`src/rtl/fpm3_pkg.sv`:
```
// ----------------------------------------------------------------------------
// fpm3_pkg
// Shared constants and controller/datapath types for the 3x3 fixed-point
// matrix multiplier.
// ----------------------------------------------------------------------------
package fpm3_pkg;

    localparam int WORD_W      = 32;
    localparam int HALF_W      = 16;
    localparam int DIM         = 3;
    localparam int ELEMS       = DIM * DIM;
    localparam int STORE_DEPTH = 2 * ELEMS;
    localparam int ADDR_W      = $clog2(ELEMS);
    localparam int IDX_W       = 4;
    localparam int CNT_W       = $clog2(STORE_DEPTH);
    localparam int DIM_W       = $clog2(DIM);

    typedef struct packed {
        logic              first;
        logic              last;
        logic [IDX_W-1:0]  idx;
    } tag_t;

    typedef struct packed {
        logic              wr_a;
        logic              wr_b;
        logic [ADDR_W-1:0] waddr;
        logic              issue;
        logic [ADDR_W-1:0] raddr_a;
        logic [ADDR_W-1:0] raddr_b;
        tag_t              tag;
    } cmd_t;

    typedef struct packed {
        logic idle;
    } status_t;

endpackage

```
`src/rtl/fpm3_if.sv`:
```
// ----------------------------------------------------------------------------
// fpm3 stream interfaces
// Valid/ready channels for matrix elements in and result elements out.
// ----------------------------------------------------------------------------
interface fpm3_in_if;
    logic                                valid;
    logic                                ready;
    logic signed [fpm3_pkg::WORD_W-1:0]  element_value;

    modport source (output valid, output element_value, input ready);
    modport sink   (input valid, input element_value, output ready);
endinterface

interface fpm3_out_if;
    logic                                valid;
    logic                                ready;
    logic signed [fpm3_pkg::WORD_W-1:0]  product_value;
    logic        [fpm3_pkg::IDX_W-1:0]   product_index;
    logic                                last_result;

    modport source (output valid, output product_value, output product_index,
                    output last_result, input ready);
    modport sink   (input valid, input product_value, input product_index,
                    input last_result, output ready);
endinterface

```
`src/rtl/fixed_point_matrix3x3_multiply.sv`:
```
// ----------------------------------------------------------------------------
// fixed_point_matrix3x3_multiply
// 3x3 fixed-point matrix multiply with approximate sign-magnitude products.
//
//   channel   dir  handshake     payload
//   operand   in   valid/ready   element_value (A row-major, then B)
//   result    out  valid/ready   product_value, product_index, last_result
//
// Loading accepts an element in every cycle that valid is high, 18 in all;
// ready drops during compute. Each result element is formed by three reads
// from the two operand RAMs, then a four-stage product and accumulate
// pipeline run one element at a time.
// Reset clears the sequencer and valids; operand RAM contents are left as is.
// A stalled result holds one element in the accumulator and one at the port.
// ----------------------------------------------------------------------------
module fixed_point_matrix3x3_multiply (
    input  logic              clk,
    input  logic              rst_n,
    fpm3_in_if.sink           operand,
    fpm3_out_if.source        result
);

    fpm3_pkg::cmd_t    cmd;
    fpm3_pkg::status_t status;

    fpm3_ctrl u_ctrl (
        .clk      (clk),
        .rst_n    (rst_n),
        .in_valid (operand.valid),
        .in_ready (operand.ready),
        .status   (status),
        .cmd      (cmd)
    );

    fpm3_dp u_dp (
        .clk       (clk),
        .rst_n     (rst_n),
        .cmd       (cmd),
        .wdata     (operand.element_value),
        .status    (status),
        .out_valid (result.valid),
        .out_ready (result.ready),
        .out_value (result.product_value),
        .out_index (result.product_index),
        .out_last  (result.last_result)
    );

endmodule

```
`src/rtl/fpm3_ram.sv`:
```
// ----------------------------------------------------------------------------
// fpm3_ram
// Generic single-write, single-read RAM with registered read data.
// ----------------------------------------------------------------------------
module fpm3_ram #(
    parameter int WIDTH = 32,
    parameter int DEPTH = 16
) (
    input  logic                     clk,
    input  logic                     we,
    input  logic [$clog2(DEPTH)-1:0] waddr,
    input  logic [WIDTH-1:0]         wdata,
    input  logic [$clog2(DEPTH)-1:0] raddr,
    output logic [WIDTH-1:0]         rdata
);

    logic [WIDTH-1:0] mem [DEPTH];
    logic [WIDTH-1:0] rdata_reg;

    always_ff @(posedge clk)
    begin
        if (we)
        begin
            mem[waddr] <= wdata;
        end
        rdata_reg <= mem[raddr];
    end

    assign rdata = rdata_reg;

endmodule

```
`src/rtl/fpm3_ctrl.sv`:
```
// ----------------------------------------------------------------------------
// fpm3_ctrl
// Load/compute sequencer: steers the 18 operand writes, then issues the
// 27 operand-pair reads one result element at a time.
// ----------------------------------------------------------------------------
module fpm3_ctrl (
    input  logic              clk,
    input  logic              rst_n,
    input  logic              in_valid,
    output logic              in_ready,
    input  fpm3_pkg::status_t status,
    output fpm3_pkg::cmd_t    cmd
);

    localparam logic [0:0] ST_LOAD = 1'b0;
    localparam logic [0:0] ST_CALC = 1'b1;

    logic [0:0]                   state_reg, state_next;
    logic [fpm3_pkg::CNT_W-1:0]   count_reg, count_next;
    logic [fpm3_pkg::DIM_W-1:0]   row_reg, row_next;
    logic [fpm3_pkg::DIM_W-1:0]   col_reg, col_next;
    logic [fpm3_pkg::DIM_W-1:0]   k_reg, k_next;
    logic [fpm3_pkg::CNT_W-1:0]   count_b;
    logic                         accept;
    logic                         in_a;
    logic                         k_last;

    always_ff @(posedge clk or negedge rst_n)
    begin
        if (!rst_n)
        begin
            state_reg <= ST_LOAD;
            count_reg <= '0;
            row_reg   <= '0;
            col_reg   <= '0;
            k_reg     <= '0;
        end
        else
        begin
            state_reg <= state_next;
            count_reg <= count_next;
            row_reg   <= row_next;
            col_reg   <= col_next;
            k_reg     <= k_next;
        end
    end

    assign in_ready = (state_reg == ST_LOAD);
    assign accept   = in_valid && in_ready;
    assign in_a     = count_reg < fpm3_pkg::CNT_W'(fpm3_pkg::ELEMS);
    assign count_b  = count_reg - fpm3_pkg::CNT_W'(fpm3_pkg::ELEMS);
    assign k_last   = (k_reg == fpm3_pkg::DIM_W'(fpm3_pkg::DIM - 1));

    always_comb
    begin
        cmd         = '0;
        cmd.wr_a    = accept && in_a;
        cmd.wr_b    = accept && !in_a;
        cmd.waddr   = in_a ? count_reg[fpm3_pkg::ADDR_W-1:0]
                           : count_b[fpm3_pkg::ADDR_W-1:0];
        cmd.issue   = (state_reg == ST_CALC) && ((k_reg != '0) || status.idle);
        cmd.raddr_a = fpm3_pkg::ADDR_W'(fpm3_pkg::ADDR_W'(row_reg)
                      * fpm3_pkg::ADDR_W'(fpm3_pkg::DIM)) + fpm3_pkg::ADDR_W'(k_reg);
        cmd.raddr_b = fpm3_pkg::ADDR_W'(fpm3_pkg::ADDR_W'(k_reg)
                      * fpm3_pkg::ADDR_W'(fpm3_pkg::DIM)) + fpm3_pkg::ADDR_W'(col_reg);
        cmd.tag.first = (k_reg == '0);
        cmd.tag.last  = k_last;
        cmd.tag.idx   = fpm3_pkg::IDX_W'(fpm3_pkg::IDX_W'(row_reg)
                        * fpm3_pkg::IDX_W'(fpm3_pkg::DIM)) + fpm3_pkg::IDX_W'(col_reg);
    end

    always_comb
    begin
        state_next = state_reg;
        count_next = count_reg;
        row_next   = row_reg;
        col_next   = col_reg;
        k_next     = k_reg;
        unique case (state_reg)
            ST_LOAD:
            begin
                if (accept)
                begin
                    if (count_reg == fpm3_pkg::CNT_W'(fpm3_pkg::STORE_DEPTH - 1))
                    begin
                        count_next = '0;
                        state_next = ST_CALC;
                    end
                    else
                    begin
                        count_next = count_reg + 1'b1;
                    end
                end
            end
            ST_CALC:
            begin
                if (cmd.issue)
                begin
                    if (k_last)
                    begin
                        k_next = '0;
                        if (col_reg == fpm3_pkg::DIM_W'(fpm3_pkg::DIM - 1))
                        begin
                            col_next = '0;
                            if (row_reg == fpm3_pkg::DIM_W'(fpm3_pkg::DIM - 1))
                            begin
                                row_next   = '0;
                                state_next = ST_LOAD;
                            end
                            else
                            begin
                                row_next = row_reg + 1'b1;
                            end
                        end
                        else
                        begin
                            col_next = col_reg + 1'b1;
                        end
                    end
                    else
                    begin
                        k_next = k_reg + 1'b1;
                    end
                end
            end
            default:
            begin
                state_next = ST_LOAD;
            end
        endcase
    end

endmodule

```
`src/rtl/fpm3_dp.sv`:
```
// ----------------------------------------------------------------------------
// fpm3_dp
// Operand stores, approximate sign-magnitude product pipeline, accumulator
// and output register.
// ----------------------------------------------------------------------------
module fpm3_dp (
    input  logic                          clk,
    input  logic                          rst_n,
    input  fpm3_pkg::cmd_t                cmd,
    input  logic [fpm3_pkg::WORD_W-1:0]   wdata,
    output fpm3_pkg::status_t             status,
    output logic                          out_valid,
    input  logic                          out_ready,
    output logic [fpm3_pkg::WORD_W-1:0]   out_value,
    output logic [fpm3_pkg::IDX_W-1:0]    out_index,
    output logic                          out_last
);

    localparam int W = fpm3_pkg::WORD_W;
    localparam int H = fpm3_pkg::HALF_W;

    logic [W-1:0]            a_rdata, b_rdata;
    logic [W-1:0]            ma_next, mb_next;

    logic                    s1_v_reg, s2_v_reg, s3_v_reg, s4_v_reg;
    fpm3_pkg::tag_t          s1_tag_reg, s2_tag_reg, s3_tag_reg, s4_tag_reg;
    logic [W-1:0]            ma_reg, mb_reg;
    logic                    s2_neg_reg, s3_neg_reg;
    logic [W-1:0]            hh_reg, hh_next;
    logic [H-1:0]            hl_reg, lh_reg;
    logic [W-1:0]            hl_next, lh_next;
    logic [W-1:0]            term_reg, term_next, raw_sum;
    logic [W-1:0]            acc_reg, acc_next;
    logic                    pend_v_reg;
    logic [fpm3_pkg::IDX_W-1:0] pend_idx_reg;
    logic                    out_v_reg;
    logic [W-1:0]            out_value_reg;
    logic [fpm3_pkg::IDX_W-1:0] out_index_reg;
    logic                    out_last_reg;
    logic                    move;

    fpm3_ram #(.WIDTH(W), .DEPTH(fpm3_pkg::ELEMS)) u_ram_a (
        .clk   (clk),
        .we    (cmd.wr_a),
        .waddr (cmd.waddr),
        .wdata (wdata),
        .raddr (cmd.raddr_a),
        .rdata (a_rdata)
    );

    fpm3_ram #(.WIDTH(W), .DEPTH(fpm3_pkg::ELEMS)) u_ram_b (
        .clk   (clk),
        .we    (cmd.wr_b),
        .waddr (cmd.waddr),
        .wdata (wdata),
        .raddr (cmd.raddr_b),
        .rdata (b_rdata)
    );

    assign ma_next   = a_rdata[W-1] ? (W'(0) - a_rdata) : a_rdata;
    assign mb_next   = b_rdata[W-1] ? (W'(0) - b_rdata) : b_rdata;
    assign hh_next   = W'(ma_reg[W-1:H]) * W'(mb_reg[W-1:H]);
    assign hl_next   = W'(ma_reg[W-1:H]) * W'(mb_reg[H-1:0]);
    assign lh_next   = W'(ma_reg[H-1:0]) * W'(mb_reg[W-1:H]);
    assign raw_sum   = hh_reg + W'(hl_reg) + W'(lh_reg);
    assign term_next = s3_neg_reg ? (W'(0) - raw_sum) : raw_sum;
    assign acc_next  = (s4_tag_reg.first ? W'(0) : acc_reg) + term_reg;
    assign move      = pend_v_reg && (!out_v_reg || out_ready);

    always_ff @(posedge clk or negedge rst_n)
    begin
        if (!rst_n)
        begin
            s1_v_reg   <= 1'b0;
            s2_v_reg   <= 1'b0;
            s3_v_reg   <= 1'b0;
            s4_v_reg   <= 1'b0;
            pend_v_reg <= 1'b0;
            out_v_reg  <= 1'b0;
        end
        else
        begin
            s1_v_reg <= cmd.issue;
            s2_v_reg <= s1_v_reg;
            s3_v_reg <= s2_v_reg;
            s4_v_reg <= s3_v_reg;
            if (s4_v_reg && s4_tag_reg.last)
            begin
                pend_v_reg <= 1'b1;
            end
            else if (move)
            begin
                pend_v_reg <= 1'b0;
            end
            if (move)
            begin
                out_v_reg <= 1'b1;
            end
            else if (out_ready)
            begin
                out_v_reg <= 1'b0;
            end
        end
    end

    always_ff @(posedge clk)
    begin
        s1_tag_reg <= cmd.tag;
        s2_tag_reg <= s1_tag_reg;
        s3_tag_reg <= s2_tag_reg;
        s4_tag_reg <= s3_tag_reg;
        ma_reg     <= ma_next;
        mb_reg     <= mb_next;
        s2_neg_reg <= a_rdata[W-1] ^ b_rdata[W-1];
        hh_reg     <= hh_next;
        hl_reg     <= hl_next[W-1:H];
        lh_reg     <= lh_next[W-1:H];
        s3_neg_reg <= s2_neg_reg;
        term_reg   <= term_next;
        if (s4_v_reg)
        begin
            acc_reg <= acc_next;
        end
        if (s4_v_reg && s4_tag_reg.last)
        begin
            pend_idx_reg <= s4_tag_reg.idx;
        end
        if (move)
        begin
            out_value_reg <= acc_reg;
            out_index_reg <= pend_idx_reg;
            out_last_reg  <= (pend_idx_reg == fpm3_pkg::IDX_W'(fpm3_pkg::ELEMS - 1));
        end
    end

    assign status.idle = !(s1_v_reg || s2_v_reg || s3_v_reg || s4_v_reg || pend_v_reg);
    assign out_valid   = out_v_reg;
    assign out_value   = out_value_reg;
    assign out_index   = out_index_reg;
    assign out_last    = out_last_reg;

endmodule

```
`src/flat_wrapper.sv`:
```
// flat-port wrapper written by rule: the top's interface ports become plain ports
module fixed_point_matrix3x3_multiply_flat 
  (clk, rst_n, operand_valid, operand_element_value, operand_ready, result_valid, result_product_value, result_product_index, result_last_result, result_ready);
  fpm3_in_if operand_i ();
  fpm3_out_if result_i ();
  input  logic clk;
  input  logic rst_n;
  input wire logic [$bits(operand_i.valid)-1:0] operand_valid;
  input wire logic [$bits(operand_i.element_value)-1:0] operand_element_value;
  output wire logic [$bits(operand_i.ready)-1:0] operand_ready;
  output wire logic [$bits(result_i.valid)-1:0] result_valid;
  output wire logic [$bits(result_i.product_value)-1:0] result_product_value;
  output wire logic [$bits(result_i.product_index)-1:0] result_product_index;
  output wire logic [$bits(result_i.last_result)-1:0] result_last_result;
  input wire logic [$bits(result_i.ready)-1:0] result_ready;
  assign operand_i.valid = operand_valid;
  assign operand_i.element_value = operand_element_value;
  assign operand_ready = operand_i.ready;
  assign result_valid = result_i.valid;
  assign result_product_value = result_i.product_value;
  assign result_product_index = result_i.product_index;
  assign result_last_result = result_i.last_result;
  assign result_i.ready = result_ready;
  fixed_point_matrix3x3_multiply u_core (.clk(clk), .rst_n(rst_n), .operand(operand_i), .result(result_i));
endmodule
```
`config.mk`:
```
export PLATFORM = sky130hd
export DESIGN_NAME = fixed_point_matrix3x3_multiply_flat
export DESIGN_NICKNAME = d
export VERILOG_FILES = /design/src/rtl/fpm3_pkg.sv /design/src/rtl/fpm3_if.sv /design/src/rtl/fixed_point_matrix3x3_multiply.sv /design/src/rtl/fpm3_ram.sv /design/src/rtl/fpm3_ctrl.sv /design/src/rtl/fpm3_dp.sv /design/src/flat_wrapper.sv
export SDC_FILE = /design/constraint.sdc
export NUM_CORES = 2
export LEC_CHECK = 0
export ABC_AREA = 1
export BUFFER_PORTS_ARGS = -buffer_cell sky130_fd_sc_hd__buf_2
export CAP_MARGIN = 20
export CORE_ASPECT_RATIO = 0.8
export CORE_MARGIN = 8
export CORE_UTILIZATION = 32
export DETAILED_ROUTE_END_ITERATION = 16
export PLACE_DENSITY_LB_ADDON = 0.3
export SLEW_MARGIN = 20
export SYNTH_ARGS = -nofsm -noshare
export SYNTH_HDL_FRONTEND = slang
export SYNTH_SLANG_ARGS = --single-unit
```
`constraint.sdc`:
```
create_clock -name clk -period 5.7 [get_ports clk]
set_input_delay 0.855 -clock clk [delete_from_list [all_inputs] [get_ports clk]]
set_output_delay 0.855 -clock clk [all_outputs]
set_load 0.01 [all_outputs]
```
### Word level (Yosys, flattened, before mapping)

Memory sizes are Yosys's and may differ from the RTL's. A register that Yosys moved wholly into a read port is not among the register bits.
Cells that the tools add are included.

* register bits: 277
* bits in writable memories: 576
* input bits: 36
* output and inout bits: 39
* logic and storage cells: 114
* memories: 2

* add/subtract/negate cells: 14
* multiply operators: 5
* magnitude comparators: 1
* eq/ne operators: 5
* mux-type cells: 24
* bitwise logic cells: 2
* reduce and logical (&&, ||, !) cells: 23

Memories
* u_core.u_dp.u_ram_a.mem: words 9, bits a word 32, rd ports 1, clocked after memory_dff 1, wr ports 1, RTL line fpm3_ram.sv:17 `logic [WIDTH-1:0] mem [DEPTH];`
* u_core.u_dp.u_ram_b.mem: words 9, bits a word 32, rd ports 1, clocked after memory_dff 1, wr ports 1, RTL line fpm3_ram.sv:17

Operators by type and width (number)
* $mul 16x16->32: 3
* $sub 1x32->32 const A: 3
* $add 32x16->32: 2
* $mux 32: 2
* $mux 31: 2
* $add 32x32->32: 1
* $mux 1: 14
* $add 4x2->4: 3
* $mul 2x2->4 const B: 2
* $add 2x1->2 const B: 3
* $eq 2x2->1 const B: 3
* $logic_and 1x1->1: 6
* $logic_or 1x1->1: 6
* $mux 2: 3
* $reduce_bool 2->1: 3
* $add 5x1->5 const B: 1
* $eq 5x5->1 const B: 1
* $lt 5x4->1 const B: 1
* $mux 5: 1
* $eq 4x4->1 const B: 1
* $mux 4: 1
* $reduce_and 2->1: 2
* $reduce_and 4->1: 1
* $sub 4x4->4 const B: 1
* 6 further kinds: 8

### Depth between registers and ports, before layout

* depth in word-level cells: 9
* gate-level depth with buffers: 28
* mapped depth without buffers: 26

### By module

From an unflattened synthesis, not the netlist that was laid out.

* cells, all modules: 7364
* area, all modules: 64999.8 sq um

Modules (own cells, without submodules)
* fpm3_dp: instances 1, cells an instance 4895, area an instance 38305.5 sq um, seq. area each 6065.8 sq um
* fpm3_ram: instances 2, cells an instance 1167, area an instance 12791.0 sq um, seq. area each 9288.9 sq um
* fpm3_ctrl: instances 1, cells an instance 135, area an instance 1112.3 sq um, seq. area each 300.3 sq um

### Worst setup path after synthesis

OpenSTA, ideal clock, no wires.

* path type: register to register
* start point: reg u_core.u_dp.ma_reg[26]
* end point: reg u_core.u_dp.hh_reg[28]
* setup time: 0.113 ns
* arrival time: 5.337 ns
* data required time: 5.587 ns
* slack: 0.251 ns
* stages on the path, launching flop included: 22
* buffers on the path: 1
* period minus slack after synthesis: 5.449 ns
* cell sequence: dfxtp_1 clkbuf_1 nand2_1 fa_1 fa_1 fa_1 fa_1 inv_1 fa_1 inv_1 fa_1 inv_1 ha_1 nand2_1 nor2_1 inv_1 o21ai_0 a21oi_1 o21ai_0 nand2_1 nand4_1 nand2_1

* cells in the longest elaborated chain, start to end: 1

RTL lines
* start, declared: RTL line fpm3_dp.sv:27 `logic [W-1:0] ma_reg, mb_reg;`
* start signal, assigned: RTL line fpm3_dp.sv:112 `ma_reg <= ma_next;`
* $mul 16x16->32: RTL line fpm3_dp.sv:62 `assign hh_next = W'(ma_reg[W-1:H]) * W'(mb_reg[W-1:H]);`
* named net u_core.u_dp.hh_next[28]: RTL line fpm3_dp.sv:29 `logic [W-1:0] hh_reg, hh_next;`
* end signal, assigned: RTL line fpm3_dp.sv:115 `hh_reg <= hh_next;`
* end, declared: RTL line fpm3_dp.sv:29

The timed path passes the listed nets, and every way through them passes these cells.
A chain may end at the register's enable or synchronous reset.

### Worst setup path after layout

* start point: reg u_core.u_dp.mb_reg[17]
* end point: reg u_core.u_dp.lh_reg[14]

* cells in the longest elaborated chain, start to end: 1

RTL lines
* start, declared: RTL line fpm3_dp.sv:27
* start signal, assigned: RTL line fpm3_dp.sv:113 `mb_reg <= mb_next;`
* $mul 16x16->32: RTL line fpm3_dp.sv:64 `assign lh_next = W'(ma_reg[H-1:0]) * W'(mb_reg[W-1:H]);`
* named net u_core.u_dp.lh_next[30]: RTL line fpm3_dp.sv:31 `logic [W-1:0] hl_next, lh_next;`
* end signal, assigned: RTL line fpm3_dp.sv:117 `lh_reg <= lh_next[W-1:H];`
* end, declared: RTL line fpm3_dp.sv:30 `logic [H-1:0] hl_reg, lh_reg;`

The timed path passes the listed nets, and every way through them passes these cells.

==> results.md <==
- Crit path kind: flip-flop to flip-flop
- Worst reg2reg setup slack: between 0.2 and 0.25 ns
- Max-capacitance violation count: 0
- Logic depth of the worst register-to-register path: 19
- Critical Path Start Type: flip-flop
- Die span in x: approximately 500 um
- Global router's overall resource usage: 15.7%
- GRT overflow: 0
- Count of clock tree sinks: 917
- Outcome: complete, no violations
- Worst Max-Slew Pin Slew: 1.01 ns
- Pin count of the biggest net entering global routing: approximately 100
- Drt initial violations: 3309
- Hold Path Class: input port to async pin
- R2r endpoint: u_core.u_dp.lh_reg[14]
- Maximum level of the CTS H-tree: 3
- Proportion of layout cells with a drive suffix above 1: 8.04%
- Tightest slew margin relative to the limit: 32.7%
- Final cell utilization of the core: 36.3%
- M1 WL: approximately 80000 um
- Slowest cell on crit path: fa_1
- Max FO, Critical Path: 12
- DRT antenna net count: 0
- Final hold violations: 0
- Number of antenna violations at the first check in global routing: 11
- Syn nets: 7648
- Post-route cell area: 71000 um^2
- Most Frequent Cell on Critical Path: fa_1
- Clock latency of the later-clocked register in the worst-skew pair: 0.72 ns
- Share of the clock period used by the worst path after layout: 96.0%
- YS warnings: 0
- Met2 WL post-DR: 75600 um
- Routed via count: 44.1k
- CTS hold repair buffers: 0
- Initial core utilization: 32.2%
- Setup violators final: 0
- Minimum clock period after layout: 5.47 ns
- Most common cell after layout, fill and taps aside: nand2_1
- Total clock buffers created by CTS: 92
- Router iterations before antenna repair: 8
- Biggest regs: u_core.u_dp.u_ram_a.mem x288, u_core.u_dp.u_ram_b.mem x288
- Total number of placement rows: 145
- Number of enable flip-flop cells after synthesis: roughly 650
- Most frequent cells in the layout: nand2_1 (1411), inv_1 (1350), edfxtp_1 (649)
- Sum of routed wire length over all layers: 170000 um
- TritonCTS clock tree: yes
- Post-layout nets: 7724
- Delay of the slowest critical-path stage: about 0.57 ns
- Relative area change from synthesis to final layout: 13.0%
- Number of flip-flops and latches in the synthesized netlist: 917
- Worst setup EP type: flip-flop
- Clock edge transition at the registers on the reported setup and hold paths: 0.07 ns
- Synthesized instance count: roughly 6.6k
- Placement Cell Area: 67300 um^2
- CP Cell Sequence: buf_12 -> nand2_1 -> fa_1 -> fa_1 -> inv_1 -> fa_1 -> fa_1 -> fa_1 -> inv_1 -> fa_1 -> inv_1 -> ha_1 -> nand2_2 -> inv_1 -> a21oi_2 -> o21ai_0 -> a221oi_1 -> nand2_1 -> xor2_1
- Number of remaining DRC errors: 0
- Startpoint of the most critical register-to-register path: u_core.u_dp.mb_reg[17]
- Critical path arrival: a little over 6 ns
- Last weighted congestion value of the routability-driven placer: roughly 0.87
- Clock root buffer master: clkbuf_16
- Top flip-flop cell by instance count after synthesis: edfxtp_1
- Cell Area, Synth: 62800 um^2
- Number of pins with negative max-slew slack in the final report: 0
- Detailed placement HPWL: approximately 120000 um
- Distinct cell type count after synthesis: 47
- RSZ-0062 raised after global routing: yes
- Number of global-route vias before repair: 44.4k
- Routed wirelength normalized by instance count: 18.2 um
- Worst clock skew: 0.0524 ns
- Proportion of synthesized flip-flops having asynchronous set or reset: 1.96%
- Highest layer used for signal routing: met5
- Portion of the post-synthesis area used by sequential elements: 39.7%
- Synth Area per Inst: about 9.5 um^2
- Timing-limited maximum frequency: between 150 and 200 MHz
- Core region area: 195000 um^2
- First-pass GRT wire length: 261000 um
- Met3 wirelength from detailed routing: 10500 um
- IO Pins: 75
- Number of buffers on the longest clock path: 3
- Critical path data required time: around 6.3 ns
- Die Footprint: 211000 um^2
- Vias per Instance: 4.70
- Height of the chip: between 400 and 500 um
- I/O Buffers: 74
-- worst max-delay path: cells and delay by family (launching register included) --
kind | cells | cell delay, ns
AO/OA/AOI/OAI | 3 | 0.58
XOR/XNOR | 1 | 0.14
adder cells (fa/ha/maj) | 7 | 3.48
buffers and inverters | 5 | 0.41
flip-flops | 1 | 0.41
AND/OR/NAND/NOR | 3 | 0.33
-- what timing repair did --
item,4_1_cts,5_1_grt
pin swaps,0,3
resized for setup,3,75
setup endpoints to repair,2,42
buffers inserted,0,10
cloned,0,6
-- final cells by class --
type / count / area [um^2]
flip-flops and latches: 917 / 25000
diodes: 3 / 7.51
clock inverters: 39 / 528
multi-input cells: 4083 / 32100
inverters: 1366 / 5130
clock buffers: 132 / 2700
fillers: 19600 / 124000
well taps: 2572 / 3220
repair buffers: 254 / 2320
-- synthesized netlist by cell type (46+ instances only) --
| cell | number | area share (%) |
|---|---|---|
| o32ai_1 | 64 | 0.89 |
| mux2i_1 | 64 | 1.0 |
| fa_1 | 602 | 19 |
| dfxtp_1 | 250 | 8.0 |
| inv_1 | 1353 | 8.1 |
| nor2_1 | 475 | 2.8 |
| o211ai_1 | 69 | 0.82 |
| a21oi_1 | 217 | 1.7 |
| xnor2_1 | 60 | 0.84 |
| xor2_1 | 120 | 1.7 |
| nand3_1 | 131 | 1.0 |
| o21ai_0 | 230 | 1.8 |
| edfxtp_1 | 649 | 31 |
| nand2_1 | 1412 | 8.4 |
| ha_1 | 372 | 7.4 |
| nor3_1 | 46 | 0.37 |
| clkbuf_1 | 246 | 1.5 |
-- per-stage QoR --
| stage | TNS [ns] | instances | hold WS, ns | setup WS [ns] |
|---|---|---|---|---|
| 2_1_floorplan | 0 | 6638 | 0.310 | 0.251 |
| 3_3_place_gp | -0.0132 | 9175 | 0.311 | -0.0132 |
| 3_5_place_dp | -0.0236 | 9176 | 0.312 | -0.0236 |
| 4_1_cts | 0 | 9347 | 0.0228 | 0.00511 |
| 5_1_grt | -0.0125 | 9363 | 0.0583 | -0.0110 |
| 6_report | 0 | 9366 | 0.0796 | 0.230 |
-- logic make-up after synthesis --
family,after synthesis,share of synthesized area (%)
buffers and inverters,1638,9.80
XOR/XNOR,180,2.51
flip-flops,917,39.7
AO/OA/AOI/OAI,695,6.56
AND/OR/NAND/NOR,2170,13.8
adder cells (fa/ha/maj),974,26.6
multiplexers,64,1.02
-- metal layers --
layer	global-route usage, %	vias to the layer above
li1	-	21000
met1	22.4	21600
met2	25.2	1234
met3	2.55	220
met4	3.39	8
met5	0	-
-- worst max path at each step --
| stage | start | endpoint | slack (ns) | cells after the start |
|---|---|---|---|---|
| after floorplan | u_core.u_dp.ma_reg[26] | u_core.u_dp.hh_reg[28] | 0.25 | 21 |
| after global placement | u_core.u_dp.ma_reg[6] | u_core.u_dp.lh_reg[11] | -0.01 | 22 |
| after detailed placement | u_core.u_dp.mb_reg[6] | u_core.u_dp.hl_reg[12] | -0.02 | 22 |
| after CTS | u_core.u_dp.ma_reg[6] | u_core.u_dp.lh_reg[11] | 0.005 | 21 |
| after global routing | u_core.u_dp.mb_reg[25] | u_core.u_dp.lh_reg[15] | -0.01 | 24 |
| final | u_core.u_dp.mb_reg[17] | u_core.u_dp.lh_reg[14] | 0.23 | 19 |
Power is not shown: default switching activity piles up to over one toggle a cycle in this logic, so the estimate is an artifact.
